[src/sv/assert_macros.svh]
// Assertion macros used by the decoder unit. Every use expects signals named
// clk and arst_n in the enclosing module.
`ifndef ASSERT_MACROS_SVH
`define ASSERT_MACROS_SVH

`ifndef SYNTH

// A property that must hold at every clock edge out of reset.
`define LZWFB_ASSERT(lbl, prop) \
	lbl: assert property (@(posedge clk) disable iff (!arst_n) (prop)) \
		else $error("lzwfb assertion failed");

// A same-cycle implication.
`define LZWFB_ASSERT_IMPL(lbl, ante, cons) \
	lbl: assert property (@(posedge clk) disable iff (!arst_n) (ante) |-> (cons)) \
		else $error("lzwfb implication failed");

`else

`define LZWFB_ASSERT(lbl, prop)
`define LZWFB_ASSERT_IMPL(lbl, ante, cons)

`endif

`endif

[src/sv/lzwfb_pkg.sv]
`default_nettype none

package lzwfb_pkg;

	localparam int TABLE_SIZE       = 256;
	localparam int IDX_W            = $clog2(TABLE_SIZE);
	localparam int CODE_W           = IDX_W + 1;
	localparam int DEPTH_W          = IDX_W + 1;
	localparam int BYTES_PER_RESULT = 8;
	localparam int OUT_W            = 64;
	localparam int CNT_W            = 4;

	typedef struct packed {
		logic [7:0] data_byte;
		logic       last_byte;
	} in_item_t;

	typedef struct packed {
		logic [OUT_W-1:0] out_bytes;
		logic [CNT_W-1:0] byte_count;
		logic             end_of_code;
		logic             chain_error;
	} out_item_t;

	// Accesses to the prefix and suffix tables.
	typedef struct packed {
		logic              pfx_we;
		logic [IDX_W-1:0]  pfx_waddr;
		logic [CODE_W-1:0] pfx_wdata;
		logic [IDX_W-1:0]  pfx_raddr;
		logic              sfx_we;
		logic [IDX_W-1:0]  sfx_waddr;
		logic [7:0]        sfx_wdata;
		logic [IDX_W-1:0]  sfx_raddr;
	} dict_req_t;

	// Accesses to the reversal stack.
	typedef struct packed {
		logic             we;
		logic [IDX_W-1:0] waddr;
		logic [7:0]       wdata;
		logic [IDX_W-1:0] raddr;
	} stack_req_t;

	typedef enum logic [1:0] {
		ST_IDLE,
		ST_WALK,
		ST_EMIT,
		ST_ERR
	} state_t;

endpackage

`default_nettype wire

[src/sv/lzwfb_stack.sv]
`default_nettype none

module lzwfb_stack import lzwfb_pkg::*; (
	input  wire logic       clk,
	input  wire stack_req_t req,
	output logic [7:0]      rdata
);

	logic [7:0] mem [TABLE_SIZE];

	always_ff @(posedge clk) begin
		if (req.we) begin
			mem[req.waddr] <= req.wdata;
		end
		rdata <= mem[req.raddr];
	end

endmodule

`default_nettype wire

[config.mk]
export PLATFORM = sky130hd
export DESIGN_NAME = lzwfb_stack
export DESIGN_NICKNAME = d
export VERILOG_FILES = /design/src/sv/assert_macros.svh /design/src/sv/lzwfb_pkg.sv /design/src/sv/lzwfb_stack.sv
export SDC_FILE = /design/constraint.sdc
export NUM_CORES = 2
export LEC_CHECK = 0
export BUFFER_PORTS_ARGS = -buffer_cell sky130_fd_sc_hd__buf_2
export CAP_MARGIN = 20
export CORE_UTILIZATION = 35
export CTS_BUF_LIST = sky130_fd_sc_hd__clkbuf_8
export CTS_CLUSTER_SIZE = 10
export DETAILED_ROUTE_END_ITERATION = 7
export PLACE_DENSITY = 0.46
export SLEW_MARGIN = 0
export SYNTH_ARGS = -nofsm -noshare
export SYNTH_HDL_FRONTEND = slang
export SYNTH_SLANG_ARGS = --single-unit
[constraint.sdc]
create_clock -name clk -period 3.54 [get_ports clk]
set_input_delay 0.354 -clock clk [delete_from_list [all_inputs] [get_ports clk]]
set_output_delay 0.354 -clock clk [all_outputs]
set_load 0.005 [all_outputs]
==> impl_metrics.ini <==
[critical_path]
crit_type = register to register
cp.required_ns = 4.43
cp_slowest_cell = nor4_1
r2r_end = rdata[0]
cpPeakStageDelay_ns = 1.15
timing.rr.start = mem[54][0]
startpoint_type = register
worstPathMaxFanout = 1
path_buf_inv = 1
r2r_cells = 7
crit_family = simple AND/OR/NAND/NOR gates
crit_path_end_kind = register
path_cells = mux2i_1 > o22ai_1 > o21ai_0 > nand3_1 > nor4_1 > buf_4 > nor4_2
worstPathArrival_ns = 3.92
r2r_setup_slack_ns = 0.51

[sta]
period_needed_ns = 3.03
hold_slack_ns = 0.163
worstMarginPinSlew_ns = 1.30
setup_viol = 0
grt_setup_unrepaired = false
tns_ns = 0
relSlewSlack_pct = 12.3
hold_viol = 0
skew_ns = 0.0836
slew_viol_final = 0
timing.final.crit_share_pct = 85.6
fmax_mhz = 330

[cells_and_area]
fillerInstances = 20000
layout_common_cells = edfxtp_1 (2048), mux4_2 (454), buf_4 (406), clkbuf_8 (373), nor2_1 (279)
layoutNonFillerInstCount = 7619
nets = 4402
syn2layout_area_growth_pct = 16.5
drive_gt1_share_pct = 30.2
final_common_cell = edfxtp_1

[min_path]
min_from = req[6]
hold_end = rdata[3]
min-delay-path-class = primary input to register
min_path_cells = 6

[synth]
syn_nets = 3759
synth-seq-cells = 2056
synth.yosys.seq_area_share_pct = 77.5
syn_inst = 3733
synthSimpleGateAreaFrac_pct = 2.63
synth_top_family_by_area = multiplexers
muxShareOfSynthArea_pct = 14.6
synthXorXnorAreaFrac_pct = 0
synth_area_per_cell_um2 = 21.3
synth_fa_ha_area_share_pct = 0
synth_edf_count = 2048
ys_async_sr_fraction_pct = 0
synth_cell_types = 55
synth_flop_cell = edfxtp_1
ys_warn_count = 0
netlist_area_mm2 = 0.0796
synth-compound-area-share_pct = 3.42

[pwr]
ir_drop_mv = 0.427
leakagePower_nw = 29.7
powerDensity_mw_per_mm2 = 530

[floorplanning]
die_area_mm2 = 0.229
dieWidth_um = 479
coreArea_mm2 = 0.225
start_util_pct = 35.3
io_pins = 34
die_height_um = 479
rows = 174

[clocking]
cts_setup_buffers = 0
numCtsBuffers = 366
clockBufferDepth = 4
clock-root-buffer = clkbuf_8
cts_tree = built
cts.sinks = 2056
cts_htree_levels = 5
clk_pin_slew_worst_paths_ns = 0.06
clk_latency_ns = 1.07

[status]
status = finished clean

[place]
gp_congestion = 0.805
dp_cells = 6982
io_buffers = 33
dp_hpwl_um = 141000

[run]
max_cap_viol_count = 0

[detailed_routing]
vias = 40500
drc = 0
wl_per_cell_um = 29.6
drt-pass1-iter-count = 5
ant_nets = 0
wirelength_um = 226000
first_iter_violations = 3783
vias_per_cell = 5.32

[global_routing]
grt_start_max_net_pins = 115
grt_usage_pct = 19.7
grt_pass1_wl_um = 322000
antenna_found_initial = 11
grt_pass1_vias = 42400
grt_overflow_total = 0
## cells in the mapped netlist, types with 21 or more instances
| cell type | count | area, µm² |
|---|---|---|
| buf_6 | 21 | 236 |
| nand3_1 | 34 | 170 |
| mux4_2 | 454 | 10200 |
| buf_1 | 22 | 82.6 |
| o22ai_1 | 28 | 175 |
| mux2i_1 | 134 | 1340 |
| nor3_1 | 22 | 110 |
| nand2_1 | 33 | 124 |
| clkbuf_1 | 111 | 417 |
| nor2_1 | 282 | 1060 |
| edfxtp_1 | 2048 | 61500 |
| nor2b_1 | 31 | 194 |
| nor4_1 | 24 | 150 |
| buf_2 | 31 | 155 |
| o221ai_1 | 46 | 403 |
| a21oi_1 | 96 | 480 |
| a22oi_1 | 133 | 998 |
| buf_4 | 27 | 203 |
## through the flow
| stage | power (mW) | area (µm²) | util (%) | worst slack [ns] |
|---|---|---|---|---|
| after CTS | 49.8 | 92700 | 41.1 | 0.473 |
| final | 49.2 | 92700 | 41.1 | 0.510 |
| after global placement | 30.2 | 86300 | 38.3 | -0.639 |
| after floorplan | 28.7 | 79600 | - | 1.25 |
| after detailed placement | 30.2 | 86300 | 38.3 | -0.434 |
| after global routing | 50.9 | 92700 | 41.1 | 0.305 |
## registers in the layout, indices dropped and copies added (netlist names)
name and flops:
rdata 8, mem 2048
## cells by family (layout without fill, tap and decap cells)
family / Yosys count / in the layout
flops: 2056 / 2056
mux: 591 / 591
simple gates: 466 / 466
compound gates: 385 / 385
buf+inv: 235 / 1124
other cells: 0 / 5
## routing by layer
metal / wire (µm) / part of all wire, % / global-route usage [%] / up-vias
met2: 110000 / 49 / 32.0 / 1237
met5: 0 / 0 / 0 / -
li1: - / - / - / 17000
met4: 4500 / 2.0 / 5.02 / 0
met1: 99200 / 44 / 27.5 / 21900
met3: 12200 / 5.4 / 3.37 / 309
## worst max-delay path by stage
stage,start,slack (ns),depth (start not counted),to
after floorplan,req[0],1.25,9,rdata[2]
after global placement,req[0],-0.64,8,rdata[5]
after detailed placement,req[0],-0.43,10,rdata[0]
after CTS,mem[83][5],0.47,6,rdata[5]
after global routing,mem[83][5],0.31,6,rdata[5]
final,mem[54][0],0.51,7,rdata[0]
## power by group
group	internal [mW]	switching, mW
Combinational	0.990	1.73
Sequential	26.8	0.0517
Clock	9.97	9.56
Total	37.8	11.3
## final cells by class
| cell class | instances | area, µm² | share of cell area (%) |
|---|---|---|---|
| antenna | 5 | 12.5 | 0.0135 |
| inverter | 2 | 7.51 | 0.00810 |
| clock buffer | 373 | 5130 | 5.54 |
| timing repair buffer | 508 | 4530 | 4.89 |
| tap | 2992 | 3740 | 4.04 |
| sequential | 2056 | 61700 | 66.5 |
| clock inverter | 241 | 1090 | 1.17 |
| multi-input combinational | 1442 | 16500 | 17.8 |
## tightest hold or removal path: stages
cell and delay (ns):
buf_2 0.28, a311oi_1 0.10, o221ai_1 0.07, a211oi_1 0.05, buf_4 0.14, nor4_1 0.16
## repair_timing
action | 4_1_cts | 5_1_grt
gates resized for setup | 0 | 0
hold buffers | 18 | 0
endpoints found under the hold margin | 850 | 0
Note: power is estimated with default switching activity, not from simulation.
